**config.mk**
```make
export PLATFORM = sky130hd
export DESIGN_NAME = metrics_header_parser_flat
export DESIGN_NICKNAME = d
export VERILOG_FILES = /design/src/rtl/mhp_pkg.sv /design/src/rtl/mhp_in_if.sv /design/src/rtl/mhp_out_if.sv /design/src/rtl/mhp_cfg_if.sv /design/src/rtl/mhp_front.sv /design/src/rtl/mhp_queue.sv /design/src/rtl/mhp_back.sv /design/src/rtl/metrics_header_parser.sv /design/src/flat_wrapper.sv
export SDC_FILE = /design/constraint.sdc
export NUM_CORES = 2
export LEC_CHECK = 0
export BUFFER_PORTS_ARGS = -buffer_cell sky130_fd_sc_hd__buf_2
export CORE_MARGIN = 2
export CORE_UTILIZATION = 50
export CTS_BUF_LIST = sky130_fd_sc_hd__clkbuf_4
export CTS_CLUSTER_DIAMETER = 30
export CTS_CLUSTER_SIZE = 12
export DETAILED_ROUTE_END_ITERATION = 16
export PLACE_DENSITY = 0.76
export SYNTH_ARGS = -nofsm -noshare
export SYNTH_HDL_FRONTEND = slang
export SYNTH_SLANG_ARGS = --single-unit
```
**constraint.sdc**
```tcl
create_clock -name clk -period 13 [get_ports clk]
set_input_delay 0.65 -clock clk [delete_from_list [all_inputs] [get_ports clk]]
set_output_delay 0.65 -clock clk [all_outputs]
set_load 0.05 [all_outputs]
```
**src/rtl/mhp_pkg.sv**
```systemverilog
// ----------------------------------------------------------------------------
// mhp_pkg - shared types and constants of the metrics header parser
// Widths, status codes, character classes, the known-key table and the
// word carried between the front end and the back end.
// ----------------------------------------------------------------------------
`default_nettype none

package mhp_pkg;

  localparam int NUM_METRICS = 9;
  localparam int VAL_W       = 30;
  localparam int LEN_W       = 12;
  localparam int STATUS_W    = 4;
  localparam int CFG_IDX_W   = 2;
  localparam int DIGIT_CNT_W = 4;
  localparam int KEY_W       = 16;

  localparam int MAX_DIGITS      = 9;
  localparam int DIGIT_CNT_LIMIT = 10;

  localparam logic [LEN_W-1:0] MAX_LEN_RST        = 12'd256;
  localparam logic [VAL_W-1:0] PAGE_LOAD_CEIL_RST = 30'd600000;
  localparam logic [VAL_W-1:0] COUNT_CEIL_RST     = 30'd1000000;

  localparam int QUEUE_DEPTH_DEF = 2;

  localparam logic [7:0] CH_COMMA  = 8'h2C;
  localparam logic [7:0] CH_EQUALS = 8'h3D;
  localparam logic [7:0] CH_ZERO   = 8'h30;
  localparam logic [7:0] CH_NINE   = 8'h39;

  // Metric lanes, in key-table order
  localparam int IDX_PAGE_LOAD  = 0;
  localparam int IDX_CACHE_HIT  = 1;
  localparam int IDX_CACHE_MISS = 2;
  localparam int IDX_UNCAUGHT   = 3;
  localparam int IDX_API_ERR    = 4;
  localparam int IDX_WAITS      = 5;
  localparam int IDX_SLOW_WAITS = 6;
  localparam int IDX_VER_RELOAD = 7;
  localparam int IDX_VER_STUCK  = 8;

  // pl ch cm ee ea wn ws vr vs, first byte in the upper half
  localparam logic [KEY_W-1:0] KEY_TABLE [NUM_METRICS] = '{
    16'h706C, 16'h6368, 16'h636D, 16'h6565, 16'h6561,
    16'h776E, 16'h7773, 16'h7672, 16'h7673
  };

  typedef logic [VAL_W-1:0] metric_t;

  typedef enum logic [2:0] {
    FAIL_NONE       = 3'd0,
    FAIL_TOO_LONG   = 3'd1,
    FAIL_NO_EQUALS  = 3'd2,
    FAIL_EMPTY_KEY  = 3'd3,
    FAIL_BAD_VALUE  = 3'd4,
    FAIL_REPEAT     = 3'd5,
    FAIL_OVER_CEIL  = 3'd6,
    FAIL_SLOW_WAITS = 3'd7
  } fail_t;

  typedef enum logic [1:0] {
    CLS_COMMA,
    CLS_EQUALS,
    CLS_DIGIT,
    CLS_OTHER
  } char_cls_t;

  typedef enum logic [CFG_IDX_W-1:0] {
    REG_MAX_LEN        = 2'd0,
    REG_PAGE_LOAD_CEIL = 2'd1,
    REG_COUNT_CEIL     = 2'd2
  } cfg_reg_t;

  // Classified header byte, front end to back end
  typedef struct packed {
    logic [7:0] ch;
    char_cls_t  cls;
    logic       is_last;
    logic       too_long;
  } byte_item_t;

endpackage

`default_nettype wire

```
**src/rtl/mhp_in_if.sv**
```systemverilog
// ----------------------------------------------------------------------------
// mhp_in_if - header byte channel
// Valid/ready channel carrying one header byte and its end marker.
// ----------------------------------------------------------------------------
`default_nettype none

interface mhp_in_if;
  logic       valid;
  logic       ready;
  logic [7:0] char_in;
  logic       is_last;

  modport source (output valid, output char_in, output is_last, input ready);
  modport sink   (input valid, input char_in, input is_last, output ready);
endinterface

`default_nettype wire

```
**src/rtl/mhp_out_if.sv**
```systemverilog
// ----------------------------------------------------------------------------
// mhp_out_if - report channel
// Valid/ready channel carrying one header report: status and nine metrics.
// ----------------------------------------------------------------------------
`default_nettype none

interface mhp_out_if;
  logic                                  valid;
  logic                                  ready;
  logic [mhp_pkg::STATUS_W-1:0]          status;
  logic [mhp_pkg::VAL_W-1:0]             page_load_ms;
  logic [mhp_pkg::VAL_W-1:0]             cache_hits;
  logic [mhp_pkg::VAL_W-1:0]             cache_misses;
  logic [mhp_pkg::VAL_W-1:0]             uncaught_errors;
  logic [mhp_pkg::VAL_W-1:0]             api_errors;
  logic [mhp_pkg::VAL_W-1:0]             position_waits;
  logic [mhp_pkg::VAL_W-1:0]             slow_position_waits;
  logic [mhp_pkg::VAL_W-1:0]             version_reloads;
  logic [mhp_pkg::VAL_W-1:0]             version_stuck;

  modport source (
    output valid, output status, output page_load_ms, output cache_hits,
    output cache_misses, output uncaught_errors, output api_errors,
    output position_waits, output slow_position_waits, output version_reloads,
    output version_stuck, input ready
  );
  modport sink (
    input valid, input status, input page_load_ms, input cache_hits,
    input cache_misses, input uncaught_errors, input api_errors,
    input position_waits, input slow_position_waits, input version_reloads,
    input version_stuck, output ready
  );
endinterface

`default_nettype wire

```
**src/rtl/mhp_cfg_if.sv**
```systemverilog
// ----------------------------------------------------------------------------
// mhp_cfg_if - configuration write channel
// Valid/ready channel carrying a register index and its write data.
// ----------------------------------------------------------------------------
`default_nettype none

interface mhp_cfg_if;
  logic                          valid;
  logic                          ready;
  logic [mhp_pkg::CFG_IDX_W-1:0] index;
  logic [mhp_pkg::VAL_W-1:0]     data;

  modport source (output valid, output index, output data, input ready);
  modport sink   (input valid, input index, input data, output ready);
endinterface

`default_nettype wire

```
**src/rtl/mhp_front.sv**
```systemverilog
// ----------------------------------------------------------------------------
// mhp_front - byte intake and classification
// Counts header bytes, flags bytes past the length limit and sorts each byte
// into comma, equals, digit or other before queueing it.
// ----------------------------------------------------------------------------
`default_nettype none

module mhp_front (
  input  wire logic                         clk,
  input  wire logic                         rst_n,
  mhp_in_if.sink                            in_ch,
  input  wire logic [mhp_pkg::LEN_W-1:0]    max_len,
  output      logic                         push,
  output      mhp_pkg::byte_item_t          push_item,
  input  wire logic                         push_ready
);

  logic [mhp_pkg::LEN_W-1:0] byte_cnt_r;
  logic [mhp_pkg::LEN_W-1:0] byte_cnt_nxt;
  logic [mhp_pkg::LEN_W:0]   cnt_plus_one;

  assign in_ch.ready  = push_ready;
  assign push         = in_ch.valid && push_ready;
  assign cnt_plus_one = {1'b0, byte_cnt_r} + {{mhp_pkg::LEN_W{1'b0}}, 1'b1};

  always_comb begin
    push_item.ch       = in_ch.char_in;
    push_item.is_last  = in_ch.is_last;
    push_item.too_long = cnt_plus_one > {1'b0, max_len};
    if (in_ch.char_in == mhp_pkg::CH_COMMA) begin
      push_item.cls = mhp_pkg::CLS_COMMA;
    end else if (in_ch.char_in == mhp_pkg::CH_EQUALS) begin
      push_item.cls = mhp_pkg::CLS_EQUALS;
    end else if (in_ch.char_in >= mhp_pkg::CH_ZERO && in_ch.char_in <= mhp_pkg::CH_NINE) begin
      push_item.cls = mhp_pkg::CLS_DIGIT;
    end else begin
      push_item.cls = mhp_pkg::CLS_OTHER;
    end
  end

  // Restart at each header end, otherwise count and saturate
  always_comb begin
    byte_cnt_nxt = byte_cnt_r;
    if (push) begin
      if (in_ch.is_last) begin
        byte_cnt_nxt = '0;
      end else if (byte_cnt_r != '1) begin
        byte_cnt_nxt = cnt_plus_one[mhp_pkg::LEN_W-1:0];
      end
    end
  end

  always_ff @(posedge clk) begin
    if (!rst_n) begin
      byte_cnt_r <= '0;
    end else begin
      byte_cnt_r <= byte_cnt_nxt;
    end
  end

endmodule

`default_nettype wire

```
**src/rtl/mhp_queue.sv**
```systemverilog
// ----------------------------------------------------------------------------
// mhp_queue - classified byte queue
// Small FIFO between front end and back end so that each may stall alone.
// ----------------------------------------------------------------------------
`default_nettype none

module mhp_queue #(
  parameter int DEPTH = mhp_pkg::QUEUE_DEPTH_DEF
) (
  input  wire logic                clk,
  input  wire logic                rst_n,
  input  wire logic                push,
  input  wire mhp_pkg::byte_item_t push_item,
  output      logic                push_ready,
  output      logic                pop_valid,
  output      mhp_pkg::byte_item_t pop_item,
  input  wire logic                pop
);

  localparam int PTR_W = (DEPTH > 1) ? $clog2(DEPTH) : 1;
  localparam int CNT_W = $clog2(DEPTH + 1);

  mhp_pkg::byte_item_t slot_r [DEPTH];
  logic [PTR_W-1:0]    wr_ptr_r, wr_ptr_nxt;
  logic [PTR_W-1:0]    rd_ptr_r, rd_ptr_nxt;
  logic [CNT_W-1:0]    count_r, count_nxt;
  logic                do_push, do_pop;

  assign push_ready = count_r != CNT_W'(DEPTH);
  assign pop_valid  = count_r != '0;
  assign pop_item   = slot_r[rd_ptr_r];
  assign do_push    = push && push_ready;
  assign do_pop     = pop && pop_valid;

  always_comb begin
    wr_ptr_nxt = wr_ptr_r;
    rd_ptr_nxt = rd_ptr_r;
    count_nxt  = count_r;
    if (do_push) begin
      wr_ptr_nxt = (wr_ptr_r == PTR_W'(DEPTH - 1)) ? '0 : wr_ptr_r + 1'b1;
    end
    if (do_pop) begin
      rd_ptr_nxt = (rd_ptr_r == PTR_W'(DEPTH - 1)) ? '0 : rd_ptr_r + 1'b1;
    end
    if (do_push && !do_pop) begin
      count_nxt = count_r + 1'b1;
    end else if (do_pop && !do_push) begin
      count_nxt = count_r - 1'b1;
    end
  end

  always_ff @(posedge clk) begin
    if (!rst_n) begin
      wr_ptr_r <= '0;
      rd_ptr_r <= '0;
      count_r  <= '0;
    end else begin
      wr_ptr_r <= wr_ptr_nxt;
      rd_ptr_r <= rd_ptr_nxt;
      count_r  <= count_nxt;
    end
  end

  always_ff @(posedge clk) begin
    if (do_push) begin
      slot_r[wr_ptr_r] <= push_item;
    end
  end

endmodule

`default_nettype wire

```
**src/rtl/mhp_back.sv**
```systemverilog
// ----------------------------------------------------------------------------
// mhp_back - pair parser and report stages
// Walks key=value pairs, checks and stores the known metrics, then hands the
// header result through a report stage and the output register.
// ----------------------------------------------------------------------------
`default_nettype none

module mhp_back (
  input  wire logic                      clk,
  input  wire logic                      rst_n,
  input  wire logic                      item_valid,
  input  wire mhp_pkg::byte_item_t       item,
  output      logic                      item_pop,
  input  wire logic [mhp_pkg::VAL_W-1:0] page_load_ceil,
  input  wire logic [mhp_pkg::VAL_W-1:0] count_ceil,
  mhp_out_if.source                      out_ch
);

  localparam int NM = mhp_pkg::NUM_METRICS;
  localparam int CW = mhp_pkg::DIGIT_CNT_W;

  // Parse state
  logic                          in_value_r, in_value_nxt;
  logic [mhp_pkg::KEY_W-1:0]     key_chars_r, key_chars_nxt;
  logic [1:0]                    key_len_r, key_len_nxt;
  mhp_pkg::metric_t              total_r, total_nxt;
  logic [CW-1:0]                 digit_cnt_r, digit_cnt_nxt;
  logic [NM-1:0]                 seen_r, seen_nxt;
  mhp_pkg::metric_t              metric_r [NM];
  mhp_pkg::metric_t              metric_nxt [NM];
  mhp_pkg::fail_t                fail_r, fail_nxt;

  // Report stage and output register
  logic                          rep_valid_r, rep_valid_nxt;
  mhp_pkg::fail_t                rep_fail_r;
  mhp_pkg::metric_t              rep_metric_r [NM];
  logic                          out_valid_r, out_valid_nxt;
  mhp_pkg::fail_t                out_fail_r, out_fail_nxt;
  mhp_pkg::metric_t              out_metric_r [NM];

  logic                          rep_adv, rep_free, pop;
  logic                          is_comma, slow_over;

  // Byte step
  mhp_pkg::fail_t                fail0, fail_tk, fail_ep, fail_fin;
  logic                          iv_tk;
  logic [mhp_pkg::KEY_W-1:0]     kc_tk;
  logic [1:0]                    kl_tk;
  mhp_pkg::metric_t              tot_tk;
  logic [CW-1:0]                 cnt_tk;
  logic [mhp_pkg::VAL_W+3:0]     acc;

  // End of pair
  logic                          v_iv;
  logic [mhp_pkg::KEY_W-1:0]     v_kc;
  logic [1:0]                    v_kl;
  mhp_pkg::metric_t              v_tot;
  logic [CW-1:0]                 v_cnt;
  logic [NM-1:0]                 hit, seen_ep;
  logic                          ep_en, wr_en;
  mhp_pkg::metric_t              ceiling;

  assign rep_adv  = rep_valid_r && (!out_valid_r || out_ch.ready);
  assign rep_free = !rep_valid_r || rep_adv;
  assign pop      = item_valid && (!item.is_last || rep_free);
  assign item_pop = pop;
  assign is_comma = item.cls == mhp_pkg::CLS_COMMA;

  assign acc = ({4'b0, total_r} << 3) + ({4'b0, total_r} << 1)
             + {{mhp_pkg::VAL_W{1'b0}}, item.ch[3:0]};

  // Apply one non-comma byte to the pair being read
  always_comb begin
    fail0   = item.too_long ? mhp_pkg::FAIL_TOO_LONG : fail_r;
    fail_tk = fail0;
    iv_tk   = in_value_r;
    kc_tk   = key_chars_r;
    kl_tk   = key_len_r;
    tot_tk  = total_r;
    cnt_tk  = digit_cnt_r;
    if (fail0 == mhp_pkg::FAIL_NONE) begin
      case (item.cls)
        mhp_pkg::CLS_COMMA: begin
          fail_tk = fail0;
        end
        mhp_pkg::CLS_EQUALS: begin
          if (!in_value_r) begin
            iv_tk = 1'b1;
            if (key_len_r == 2'd0) begin
              fail_tk = mhp_pkg::FAIL_EMPTY_KEY;
            end
          end else begin
            fail_tk = mhp_pkg::FAIL_BAD_VALUE;
          end
        end
        mhp_pkg::CLS_DIGIT: begin
          if (!in_value_r) begin
            if (key_len_r < 2'd2) begin
              kc_tk = {key_chars_r[7:0], item.ch};
            end
            if (key_len_r != 2'd3) begin
              kl_tk = key_len_r + 2'd1;
            end
          end else begin
            if (digit_cnt_r < CW'(mhp_pkg::MAX_DIGITS)) begin
              tot_tk = acc[mhp_pkg::VAL_W-1:0];
            end
            if (digit_cnt_r < CW'(mhp_pkg::DIGIT_CNT_LIMIT)) begin
              cnt_tk = digit_cnt_r + 1'b1;
            end
            if (cnt_tk > CW'(mhp_pkg::MAX_DIGITS)) begin
              fail_tk = mhp_pkg::FAIL_BAD_VALUE;
            end
          end
        end
        default: begin
          if (!in_value_r) begin
            if (key_len_r < 2'd2) begin
              kc_tk = {key_chars_r[7:0], item.ch};
            end
            if (key_len_r != 2'd3) begin
              kl_tk = key_len_r + 2'd1;
            end
          end else begin
            fail_tk = mhp_pkg::FAIL_BAD_VALUE;
          end
        end
      endcase
    end
  end

  // Close a pair: on a comma the stored pair, at header end the updated one
  always_comb begin
    v_iv  = is_comma ? in_value_r  : iv_tk;
    v_kc  = is_comma ? key_chars_r : kc_tk;
    v_kl  = is_comma ? key_len_r   : kl_tk;
    v_tot = is_comma ? total_r     : tot_tk;
    v_cnt = is_comma ? digit_cnt_r : cnt_tk;
    for (int i = 0; i < NM; i++) begin
      hit[i] = (v_kl == 2'd2) && (v_kc == mhp_pkg::KEY_TABLE[i]);
    end
    ceiling = hit[mhp_pkg::IDX_PAGE_LOAD] ? page_load_ceil : count_ceil;
    ep_en   = (is_comma || item.is_last) && (fail_tk == mhp_pkg::FAIL_NONE);
    fail_ep = fail_tk;
    seen_ep = seen_r;
    wr_en   = 1'b0;
    if (ep_en) begin
      if (!v_iv) begin
        fail_ep = mhp_pkg::FAIL_NO_EQUALS;
      end else if (v_cnt == '0) begin
        fail_ep = mhp_pkg::FAIL_BAD_VALUE;
      end else if (hit != '0) begin
        if ((seen_r & hit) != '0) begin
          fail_ep = mhp_pkg::FAIL_REPEAT;
        end else begin
          seen_ep = seen_r | hit;
          if (v_tot > ceiling) begin
            fail_ep = mhp_pkg::FAIL_OVER_CEIL;
          end else begin
            wr_en = 1'b1;
          end
        end
      end
    end
    // A trailing comma leaves an empty pair with no equals sign
    fail_fin = fail_ep;
    if (is_comma && item.is_last && fail_ep == mhp_pkg::FAIL_NONE) begin
      fail_fin = mhp_pkg::FAIL_NO_EQUALS;
    end
    for (int i = 0; i < NM; i++) begin
      metric_nxt[i] = (wr_en && hit[i]) ? v_tot : metric_r[i];
    end
  end

  always_comb begin
    in_value_nxt  = in_value_r;
    key_chars_nxt = key_chars_r;
    key_len_nxt   = key_len_r;
    total_nxt     = total_r;
    digit_cnt_nxt = digit_cnt_r;
    seen_nxt      = seen_r;
    fail_nxt      = fail_r;
    if (pop) begin
      if (item.is_last || is_comma) begin
        in_value_nxt  = 1'b0;
        key_chars_nxt = '0;
        key_len_nxt   = '0;
        total_nxt     = '0;
        digit_cnt_nxt = '0;
      end else begin
        in_value_nxt  = iv_tk;
        key_chars_nxt = kc_tk;
        key_len_nxt   = kl_tk;
        total_nxt     = tot_tk;
        digit_cnt_nxt = cnt_tk;
      end
      if (item.is_last) begin
        seen_nxt = '0;
        fail_nxt = mhp_pkg::FAIL_NONE;
      end else begin
        seen_nxt = seen_ep;
        fail_nxt = fail_fin;
      end
    end
  end

  always_comb begin
    rep_valid_nxt = rep_valid_r;
    if (pop && item.is_last) begin
      rep_valid_nxt = 1'b1;
    end else if (rep_adv) begin
      rep_valid_nxt = 1'b0;
    end
    out_valid_nxt = out_valid_r;
    if (rep_adv) begin
      out_valid_nxt = 1'b1;
    end else if (out_ch.ready) begin
      out_valid_nxt = 1'b0;
    end
  end

  assign slow_over = rep_metric_r[mhp_pkg::IDX_SLOW_WAITS] > rep_metric_r[mhp_pkg::IDX_WAITS];
  assign out_fail_nxt = (rep_fail_r == mhp_pkg::FAIL_NONE && slow_over) ?
                        mhp_pkg::FAIL_SLOW_WAITS : rep_fail_r;

  always_ff @(posedge clk) begin
    if (!rst_n) begin
      in_value_r  <= 1'b0;
      key_chars_r <= '0;
      key_len_r   <= '0;
      total_r     <= '0;
      digit_cnt_r <= '0;
      seen_r      <= '0;
      fail_r      <= mhp_pkg::FAIL_NONE;
      rep_valid_r <= 1'b0;
      out_valid_r <= 1'b0;
      for (int i = 0; i < NM; i++) begin
        metric_r[i] <= '0;
      end
    end else begin
      in_value_r  <= in_value_nxt;
      key_chars_r <= key_chars_nxt;
      key_len_r   <= key_len_nxt;
      total_r     <= total_nxt;
      digit_cnt_r <= digit_cnt_nxt;
      seen_r      <= seen_nxt;
      fail_r      <= fail_nxt;
      rep_valid_r <= rep_valid_nxt;
      out_valid_r <= out_valid_nxt;
      if (pop) begin
        for (int i = 0; i < NM; i++) begin
          metric_r[i] <= item.is_last ? '0 : metric_nxt[i];
        end
      end
    end
  end

  // Report payloads: snapshot at header end, then the output register
  always_ff @(posedge clk) begin
    if (pop && item.is_last) begin
      rep_fail_r <= fail_fin;
      for (int i = 0; i < NM; i++) begin
        rep_metric_r[i] <= metric_nxt[i];
      end
    end
    if (rep_adv) begin
      out_fail_r <= out_fail_nxt;
      for (int i = 0; i < NM; i++) begin
        out_metric_r[i] <= (out_fail_nxt == mhp_pkg::FAIL_NONE) ? rep_metric_r[i] : '0;
      end
    end
  end

  assign out_ch.valid               = out_valid_r;
  assign out_ch.status              = {1'b0, out_fail_r};
  assign out_ch.page_load_ms        = out_metric_r[mhp_pkg::IDX_PAGE_LOAD];
  assign out_ch.cache_hits          = out_metric_r[mhp_pkg::IDX_CACHE_HIT];
  assign out_ch.cache_misses        = out_metric_r[mhp_pkg::IDX_CACHE_MISS];
  assign out_ch.uncaught_errors     = out_metric_r[mhp_pkg::IDX_UNCAUGHT];
  assign out_ch.api_errors          = out_metric_r[mhp_pkg::IDX_API_ERR];
  assign out_ch.position_waits      = out_metric_r[mhp_pkg::IDX_WAITS];
  assign out_ch.slow_position_waits = out_metric_r[mhp_pkg::IDX_SLOW_WAITS];
  assign out_ch.version_reloads     = out_metric_r[mhp_pkg::IDX_VER_RELOAD];
  assign out_ch.version_stuck       = out_metric_r[mhp_pkg::IDX_VER_STUCK];

  // Header end leaves a clean slate for the next header
  a_header_end_clears: assert property (@(posedge clk) disable iff (!rst_n)
    pop && item.is_last |=> !in_value_r && seen_r == '0 && fail_r == mhp_pkg::FAIL_NONE)
    else $error("parse state not cleared after header end");

  // A byte past the length limit pins the header to too-long
  a_too_long_sticks: assert property (@(posedge clk) disable iff (!rst_n)
    pop && !item.is_last && item.too_long |=> fail_r == mhp_pkg::FAIL_TOO_LONG)
    else $error("too-long byte did not set failure");

  // The wait check belongs to the report stage only
  a_no_slow_in_parser: assert property (@(posedge clk) disable iff (!rst_n)
    fail_r != mhp_pkg::FAIL_SLOW_WAITS)
    else $error("slow-wait failure reached parse state");

  // A held report is neither lost nor has its status altered
  a_report_holds: assert property (@(posedge clk) disable iff (!rst_n)
    rep_valid_r && !rep_adv |=> rep_valid_r && $stable(rep_fail_r))
    else $error("pending report dropped or changed");

endmodule

`default_nettype wire

```
**src/rtl/metrics_header_parser.sv**
```systemverilog
// ----------------------------------------------------------------------------
// metrics_header_parser - key=value metrics header parser
// Top level: configuration registers, front end, byte queue and back end.
// ----------------------------------------------------------------------------
// The block takes a comma-separated key=value header one byte per word on
// in_ch and gives one report word on out_ch for the byte marked is_last:
// a status code and the nine metrics (all zero unless the status is ok).
// It sustains one header byte per clock cycle as long as out_ch accepts
// reports; the limit is the back end's pair parser, which handles one byte
// a cycle with a single decimal multiply-accumulate, the key compares and
// one ceiling compare. A report passes from its last byte through the queue,
// the report stage and the output register, while bytes of the next header
// keep flowing in behind it. The queue holds QUEUE_DEPTH classified bytes,
// so intake and parsing stall independently. Configuration writes on cfg_ch
// are always taken and must only be made while no header is in flight.
// ----------------------------------------------------------------------------
`default_nettype none

module metrics_header_parser #(
  parameter int QUEUE_DEPTH = mhp_pkg::QUEUE_DEPTH_DEF
) (
  input  wire logic clk,
  input  wire logic rst_n,
  mhp_in_if.sink    in_ch,
  mhp_out_if.source out_ch,
  mhp_cfg_if.sink   cfg_ch
);

  // Configuration registers
  logic [mhp_pkg::LEN_W-1:0] max_len_r, max_len_nxt;
  mhp_pkg::metric_t          pl_ceil_r, pl_ceil_nxt;
  mhp_pkg::metric_t          cnt_ceil_r, cnt_ceil_nxt;

  // Front end to queue
  logic                      push;
  logic                      push_ready;
  mhp_pkg::byte_item_t       push_item;

  // Queue to back end
  logic                      q_valid;
  logic                      q_pop;
  mhp_pkg::byte_item_t       q_item;

  // Writes are never back-pressured; an unknown index is dropped
  assign cfg_ch.ready = 1'b1;

  always_comb begin
    max_len_nxt  = max_len_r;
    pl_ceil_nxt  = pl_ceil_r;
    cnt_ceil_nxt = cnt_ceil_r;
    if (cfg_ch.valid) begin
      case (cfg_ch.index)
        mhp_pkg::REG_MAX_LEN: begin
          max_len_nxt = cfg_ch.data[mhp_pkg::LEN_W-1:0];
        end
        mhp_pkg::REG_PAGE_LOAD_CEIL: begin
          pl_ceil_nxt = cfg_ch.data;
        end
        mhp_pkg::REG_COUNT_CEIL: begin
          cnt_ceil_nxt = cfg_ch.data;
        end
        default: begin
          max_len_nxt = max_len_r;
        end
      endcase
    end
  end

  always_ff @(posedge clk) begin
    if (!rst_n) begin
      max_len_r  <= mhp_pkg::MAX_LEN_RST;
      pl_ceil_r  <= mhp_pkg::PAGE_LOAD_CEIL_RST;
      cnt_ceil_r <= mhp_pkg::COUNT_CEIL_RST;
    end else begin
      max_len_r  <= max_len_nxt;
      pl_ceil_r  <= pl_ceil_nxt;
      cnt_ceil_r <= cnt_ceil_nxt;
    end
  end

  // Count and classify each incoming word
  mhp_front u_front (
    .clk        (clk),
    .rst_n      (rst_n),
    .in_ch      (in_ch),
    .max_len    (max_len_r),
    .push       (push),
    .push_item  (push_item),
    .push_ready (push_ready)
  );

  // Decouple intake from parsing
  mhp_queue #(
    .DEPTH (QUEUE_DEPTH)
  ) u_queue (
    .clk        (clk),
    .rst_n      (rst_n),
    .push       (push),
    .push_item  (push_item),
    .push_ready (push_ready),
    .pop_valid  (q_valid),
    .pop_item   (q_item),
    .pop        (q_pop)
  );

  // Parse pairs and deliver the report
  mhp_back u_back (
    .clk            (clk),
    .rst_n          (rst_n),
    .item_valid     (q_valid),
    .item           (q_item),
    .item_pop       (q_pop),
    .page_load_ceil (pl_ceil_r),
    .count_ceil     (cnt_ceil_r),
    .out_ch         (out_ch)
  );

endmodule

`default_nettype wire
```
**src/flat_wrapper.sv**
```systemverilog
// flat-port wrapper written by rule: the top's interface ports become plain ports
module metrics_header_parser_flat 
#(
  parameter int QUEUE_DEPTH = mhp_pkg::QUEUE_DEPTH_DEF
)
  (clk, rst_n, in_ch_valid, in_ch_char_in, in_ch_is_last, in_ch_ready, out_ch_valid, out_ch_status, out_ch_page_load_ms, out_ch_cache_hits, out_ch_cache_misses, out_ch_uncaught_errors, out_ch_api_errors, out_ch_position_waits, out_ch_slow_position_waits, out_ch_version_reloads, out_ch_version_stuck, out_ch_ready, cfg_ch_valid, cfg_ch_index, cfg_ch_data, cfg_ch_ready);
  mhp_in_if in_ch_i ();
  mhp_out_if out_ch_i ();
  mhp_cfg_if cfg_ch_i ();
  input  wire logic clk;
  input  wire logic rst_n;
  input wire logic [$bits(in_ch_i.valid)-1:0] in_ch_valid;
  input wire logic [$bits(in_ch_i.char_in)-1:0] in_ch_char_in;
  input wire logic [$bits(in_ch_i.is_last)-1:0] in_ch_is_last;
  output wire logic [$bits(in_ch_i.ready)-1:0] in_ch_ready;
  output wire logic [$bits(out_ch_i.valid)-1:0] out_ch_valid;
  output wire logic [$bits(out_ch_i.status)-1:0] out_ch_status;
  output wire logic [$bits(out_ch_i.page_load_ms)-1:0] out_ch_page_load_ms;
  output wire logic [$bits(out_ch_i.cache_hits)-1:0] out_ch_cache_hits;
  output wire logic [$bits(out_ch_i.cache_misses)-1:0] out_ch_cache_misses;
  output wire logic [$bits(out_ch_i.uncaught_errors)-1:0] out_ch_uncaught_errors;
  output wire logic [$bits(out_ch_i.api_errors)-1:0] out_ch_api_errors;
  output wire logic [$bits(out_ch_i.position_waits)-1:0] out_ch_position_waits;
  output wire logic [$bits(out_ch_i.slow_position_waits)-1:0] out_ch_slow_position_waits;
  output wire logic [$bits(out_ch_i.version_reloads)-1:0] out_ch_version_reloads;
  output wire logic [$bits(out_ch_i.version_stuck)-1:0] out_ch_version_stuck;
  input wire logic [$bits(out_ch_i.ready)-1:0] out_ch_ready;
  input wire logic [$bits(cfg_ch_i.valid)-1:0] cfg_ch_valid;
  input wire logic [$bits(cfg_ch_i.index)-1:0] cfg_ch_index;
  input wire logic [$bits(cfg_ch_i.data)-1:0] cfg_ch_data;
  output wire logic [$bits(cfg_ch_i.ready)-1:0] cfg_ch_ready;
  assign in_ch_i.valid = in_ch_valid;
  assign in_ch_i.char_in = in_ch_char_in;
  assign in_ch_i.is_last = in_ch_is_last;
  assign in_ch_ready = in_ch_i.ready;
  assign out_ch_valid = out_ch_i.valid;
  assign out_ch_status = out_ch_i.status;
  assign out_ch_page_load_ms = out_ch_i.page_load_ms;
  assign out_ch_cache_hits = out_ch_i.cache_hits;
  assign out_ch_cache_misses = out_ch_i.cache_misses;
  assign out_ch_uncaught_errors = out_ch_i.uncaught_errors;
  assign out_ch_api_errors = out_ch_i.api_errors;
  assign out_ch_position_waits = out_ch_i.position_waits;
  assign out_ch_slow_position_waits = out_ch_i.slow_position_waits;
  assign out_ch_version_reloads = out_ch_i.version_reloads;
  assign out_ch_version_stuck = out_ch_i.version_stuck;
  assign out_ch_i.ready = out_ch_ready;
  assign cfg_ch_i.valid = cfg_ch_valid;
  assign cfg_ch_i.index = cfg_ch_index;
  assign cfg_ch_i.data = cfg_ch_data;
  assign cfg_ch_ready = cfg_ch_i.ready;
  metrics_header_parser #(.QUEUE_DEPTH(QUEUE_DEPTH)) u_core (.clk(clk), .rst_n(rst_n), .in_ch(in_ch_i), .out_ch(out_ch_i), .cfg_ch(cfg_ch_i));
endmodule
```
== Word-level counts from Yosys, hierarchy flattened ==
Memories as Yosys holds them, arrays and structs flattened. A register that Yosys moved wholly into a read port is not among the register bits.
Cells that the tools add are included.
W data, S select, Z words.

* $add $sub $neg: 9
* Order comparisons: 9
* Reduce and logical (&&, ||, !) cells: 65
* Multiplexer cells: 122
* Bitwise logic cells: 11
* Equality and inequality tests: 21

{| class="wikitable"
|+ Operator list
! cell !! count
|-
| $mux W30 || 43
|-
| $eq A16 B15 Y1 const B || 9
|-
| $mux W16 || 6
|-
| $gt A30 B30 Y1 || 2
|-
| $mux W9 || 6
|-
| $mux W3 || 16
|-
| $mux W4 || 9
|-
| $logic_and A1 B1 Y1 || 31
|-
| $add A30 B30 Y30 || 1
|-
| $add A30 B4 Y30 || 1
|-
| $mux W1 || 29
|-
| $mux W12 || 2
|-
| $mux W2 || 10
|-
| $reduce_bool A9 Y1 || 2
|-
| $eq A8 B6 Y1 const B || 2
|-
| $reduce_bool A2 Y1 || 8
|-
| $logic_not A3 Y1 || 5
|-
| $add A12 B1 Y13 const B || 1
|-
| $gt A13 B12 Y1 || 1
|-
| $ne A12 B12 Y1 const B || 1
|-
| $and A9 B9 Y9 || 1
|-
| $or A1 B1 Y1 || 9
|-
| $or A9 B9 Y9 || 1
|-
| $pmux W3 S3 || 1
|-
| other kinds (19) || 40
|}

* Input port bits: 46
* Memories: 4
* Bits in writable memories: 834
* Register bits after elaboration: 161

{| class="wikitable"
|+ Memories
! memory !! words !! width !! read ports !! clocked after memory_dff !! wr ports !! line !! source
|-
| u_core.u_back.metric_r || 9 || 30 || 9 || 0 || 9 || mhp_back.sv:29 || <nowiki>mhp_pkg::metric_t metric_r [NM];</nowiki>
|-
| u_core.u_back.out_metric_r || 9 || 30 || 9 || 0 || 9 || mhp_back.sv:39 || <nowiki>mhp_pkg::metric_t out_metric_r [NM];</nowiki>
|-
| u_core.u_back.rep_metric_r || 9 || 30 || 9 || 0 || 9 || mhp_back.sv:36 || <nowiki>mhp_pkg::metric_t rep_metric_r [NM];</nowiki>
|-
| u_core.u_queue.slot_r || 2 || 12 || 1 || 1 || 1 || mhp_queue.sv:23 || <nowiki>mhp_pkg::byte_item_t slot_r [DEPTH];</nowiki>
|}

== Depth between registers and ports, before layout ==
* Word-level depth: 20
* Gate-level depth with buffers: 30
* Gate-level depth less buffers: 24

== By module ==
Synthesis repeated with hierarchy kept, for this count alone.

* Cells, all modules: 4193
* Area, all modules: 47795.8 sq um

{| class="wikitable"
|+ Modules (own cells, without submodules)
! module !! sequential area each (sq um) !! cells each !! times used !! area each (sq um)
|-
| mhp_back || 25844.8 || 3692 || 1 || 42675.9
|-
| metrics_header_parser || 1441.4 || 286 || 1 || 2836.5
|-
| mhp_front || 240.2 || 154 || 1 || 1179.9
|-
| mhp_queue || 820.8 || 61 || 1 || 1103.6
|}

== Worst setup path after synthesis ==
OpenSTA, ideal clock, no wires.

* Path type: register to register
* From: reg (tool-made name)
* To: reg u_core.u_back.rep_fail_r[0] (enable)
* Arrival time: 13420 ps
* Required time: 12054 ps
* Cell stages (with the launch flop): 8
* Slack: -1367 ps
* Cells stage by stage: dfxtp_1 buf_4 buf_6 buf_4 mux2_2 nand3_1 o21ai_1 nor2b_1

{| class="wikitable"
|+ RTL lines
! element !! line !! source
|-
| to (signal assigned) || mhp_back.sv:261 || <nowiki>rep_fail_r <= fail_fin;</nowiki>
|-
| to (decl) || mhp_back.sv:35 || <nowiki>mhp_pkg::fail_t rep_fail_r;</nowiki>
|}

==> metrics.md <==
| Metric | Value |
|---|---|
| Post-synth top area cell | edfxtp_1 |
| Crit-path max FO | 34 |
| Multi-input gate area | 14,900 sq um |
| Hold path endpoint | u_core.cnt_ceil_r[6] |
| Vias in the first global route | 28,500 |
| Drt wl/cell | 21.1 microns |
| Async SR Flop Fraction | 0% |
| Hold Path Cell Cnt | 3 |
| Max Slew Vio Count | 0 |
| Largest net degree at the start of global routing | 186 |
| Antenna violations before repair | 4 |
| Peak VDD IR | 144 uV |
| Setup Crit Path Kind | reg2reg |
| Worst-margin pin slew | ~1.2 ns |
| Synth Flop Type | edfxtp_1 |
| Unrepaired setup endpoints after global routing | no |
| Hold Vio Cnt, Final | 0 |
| Fillers | 7,204 |
| Total CTS buffers | 183 |
| Area of the core | roughly 88,000 sq um |
| Global-route wire length before repair | 170 mm |
| Die W | around 300 microns |
| Synth top area cells | edfxtp_1 (57%), dfxtp_1 (7.0%), nand2_1 (5.5%) |
| Vias | 30,300 |
| Syn Inst Count | between 3,000 and 4,000 |
| Routed WL | 115 mm |
| Clock-pin slew on the worst setup and hold paths | roughly 0.1 ns |
| Data required, critical path | 13.79 ns |
| GRT Max-Usage Layer | met2 |
| Power density over the cells | 186 nW/um^2 |
| Seq/Total Area, Yosys | 63.9% |
| Slew headroom | 18.5% |
| Io pins | approximately 320 |
| Iter 0 DRT Violations | approximately 3,000 |
| Top-count cell post-synth | edfxtp_1 |
| FMAX | between 100 and 150 MHz |
| Yosys top cell area share | between 50% and 60% |
| Max Root-Sink Buffers | 3 |
| 1st-pass router iterations | 6 |
| Area of the mapped netlist | 44,400 sq um |
| Syn Nets | 3,882 |
| Pre-CTS WS | 4.71 ns |
| # DRC | 0 |
| Dpl hpwl | 73.9 mm |
| Max-Cap Viols | 0 |
| Worst r2r path cells | 25 |
| Global routing usage on met3 | 4.75% |
| Sink Count | between 900 and 1,000 |
| Min-delay src | rst_n |
| Status | finished, final reports clean |
| GRT met1 Usage | between 30% and 40% |
| CTS tree | yes |
| Power, Total | 9.46 mW |
| GRT Residual Overflow | 0 |
| Root buffer cell | clkbuf_4 |
| Ratio of cells with drive above 1 in the final layout | between 10% and 20% |
| Row count | 109 |
| Port Buf Inserts | 320 |
| Global Route Usage Sum | 24.8% |
| Most frequent cells after synthesis | edfxtp_1 (840), nand2_1 (645), and2_1 (344) |
| Min Clock Period, post-route | ~8.4 ns |
| Post-Route Setup TNS | 0 ns |
| Storage cell area | 28,300 sq um |
| Endpoints failing setup | 0 |
| Skew-Pair Late Insertion Delay | 1.12 ns |
| Routed vias/inst | 5.56 |
| Number of synthesized flops with an enable pin | 840 |
| Setup ws final | ~4.6 ns |
| Initial Utilization | 50.3% |
| # H-tree levels | 4 |
| Class of the worst hold path | in2reg |
| CTS resizes | 0 |
| Arr. time, crit path | a little over 9 ns |
| Area grow syn2layout | 14.4% |
| Fin crit share | 64.8% |
| Gpl congestion | roughly 0.9 |
| WHS | 0.235 ns |
| Grt met2 use | approximately two fifths |
| FF+latch count, synth | 996 |
| Synth warn | 0 |
| Post-Syn Area per Cell | 12.0 sq um |
| R2R Setup Slk | 4.58 ns |
| Layout Skew | between 0.09 and 0.1 ns |
| Number of library cell types mapped by synthesis | 86 |
| Total Nets Final | ~4,300 |
| CP endpoint kind | flop |
| Leak Pwr | 20.1 nW |
| DRT antenna net count | 0 |
| R2R Path End | u_core.u_back.metric_r[0][164] |
| Die H | 302 microns |
| Die area | 91,100 sq um |
| Crit start category | flop |
critical path, cell delays in order, from the launching register on:
cell,delay [ns]
dfxtp_1,0.32
buf_4,0.31
mux2i_1,0.45
inv_1,0.16
ha_1,0.32
ha_1,0.23
inv_1,0.07
fa_1,0.20
nor2b_1,0.06
o31a_1,0.28
o311ai_0,0.70
a21oi_1,0.21
nor2_1,0.16
xor2_1,0.17
o21a_1,0.16
clkinv_1,0.60
ha_1,0.58
nand4_1,0.10
nor3_1,0.05
a211oi_1,0.21
o221ai_1,0.15
a2111oi_0,0.55
o21ba_2,0.41
nand3_2,0.83
mux2_2,0.61
and2_1,0.15
registers in the layout, indices dropped and copies added, names as in the netlist, 2 cells and up, named ones only:
register                    flops
u_core.u_back.metric_r        270
u_core.cnt_ceil_r              30
u_core.u_back.seen_r            9
u_core.pl_ceil_r               30
u_core.u_front.byte_cnt_r      12
u_core.u_queue.count_r          2
u_core.u_back.digit_cnt_r       4
u_core.u_back.total_r          30
u_core.u_queue.slot_r          24
u_core.u_back.out_fail_r        3
u_core.u_back.key_len_r         2
u_core.u_back.rep_fail_r        3
u_core.u_back.fail_r            3
u_core.max_len_r               12
u_core.u_back.rep_metric_r    270
u_core.u_back.out_metric_r    270
u_core.u_back.key_chars_r      16
routing by layer:
metal	routed length [microns]	vias up
li1	-	14200
met1	47000	14500
met2	54400	1264
met3	9100	213
met4	4000	0
met5	0	-
layout by cell type (no fill, tap or decap), types with 33 or more instances in the layout:
cell,instances
a21boi_0,60
nand2_1,645
mux2i_1,88
buf_2,320
edfxtp_1,840
dlygate4sd3_1,44
buf_4,60
a21oi_1,215
nor2_1,58
nand3_1,123
ha_1,130
mux2_2,74
clkbuf_4,202
inv_1,77
dfxtp_1,156
and2_1,344
clkinv_1,33
o21ai_0,170
nand2b_1,105
where the power goes:
part           internal [mW]  switching (mW)
Sequential              4.45           0.250
Clock                   1.41            1.32
Combinational          0.491            1.55
per-stage QoR:
step | cells | cell area [sq um] | utilization (%)
3_3_place_gp | 5054 | 47200 | 53.6
3_5_place_dp | 5054 | 47200 | 53.6
5_1_grt | 5437 | 50800 | 57.6
2_1_floorplan | 3704 | 44400 | -
4_1_cts | 5434 | 50700 | 57.6
6_report | 5437 | 50800 | 57.6
cell type report:
cell class                 count  share of cell area (%)
timing repair buffer         426                    4.99
clock buffer                 202                    2.99
sequential                   996                    55.9
inverter                      96                   0.725
multi-input combinational   2415                    29.4
clock inverter               134                    3.14
antenna                        3                  0.0148
tap                         1165                    2.87
timing repair:
item                      4_1_cts  5_1_grt
hold buffers                   44        0
buffers inserted                0        0
hold endpoints to repair       97        0
cells by family after synthesis:
family	Yosys count	synth area share (%)
simple gates	1461	16.5
compound gates	623	8.58
buf+inv	293	2.66
xor+xnor	34	0.671
other cells	2	0.0169
mux	163	3.89
flops	996	63.9
fa+ha+maj	132	3.76
worst max path at each step:
stage          cells past startpoint  slack (ns)                             end  from
6_report                          25        4.58  u_core.u_back.metric_r[0][164]  flop
5_1_grt                           21        4.07  u_core.u_back.metric_r[0][177]  flop
4_1_cts                           24        4.63  u_core.u_back.metric_r[0][164]  flop
3_5_place_dp                      24        4.71  u_core.u_back.metric_r[0][177]  flop
3_3_place_gp                      25        4.85  u_core.u_back.metric_r[0][177]  flop
2_1_floorplan                     10        3.75       u_core.u_back.total_r[28]  flop
Note: power is estimated with default switching activity, not from simulation.
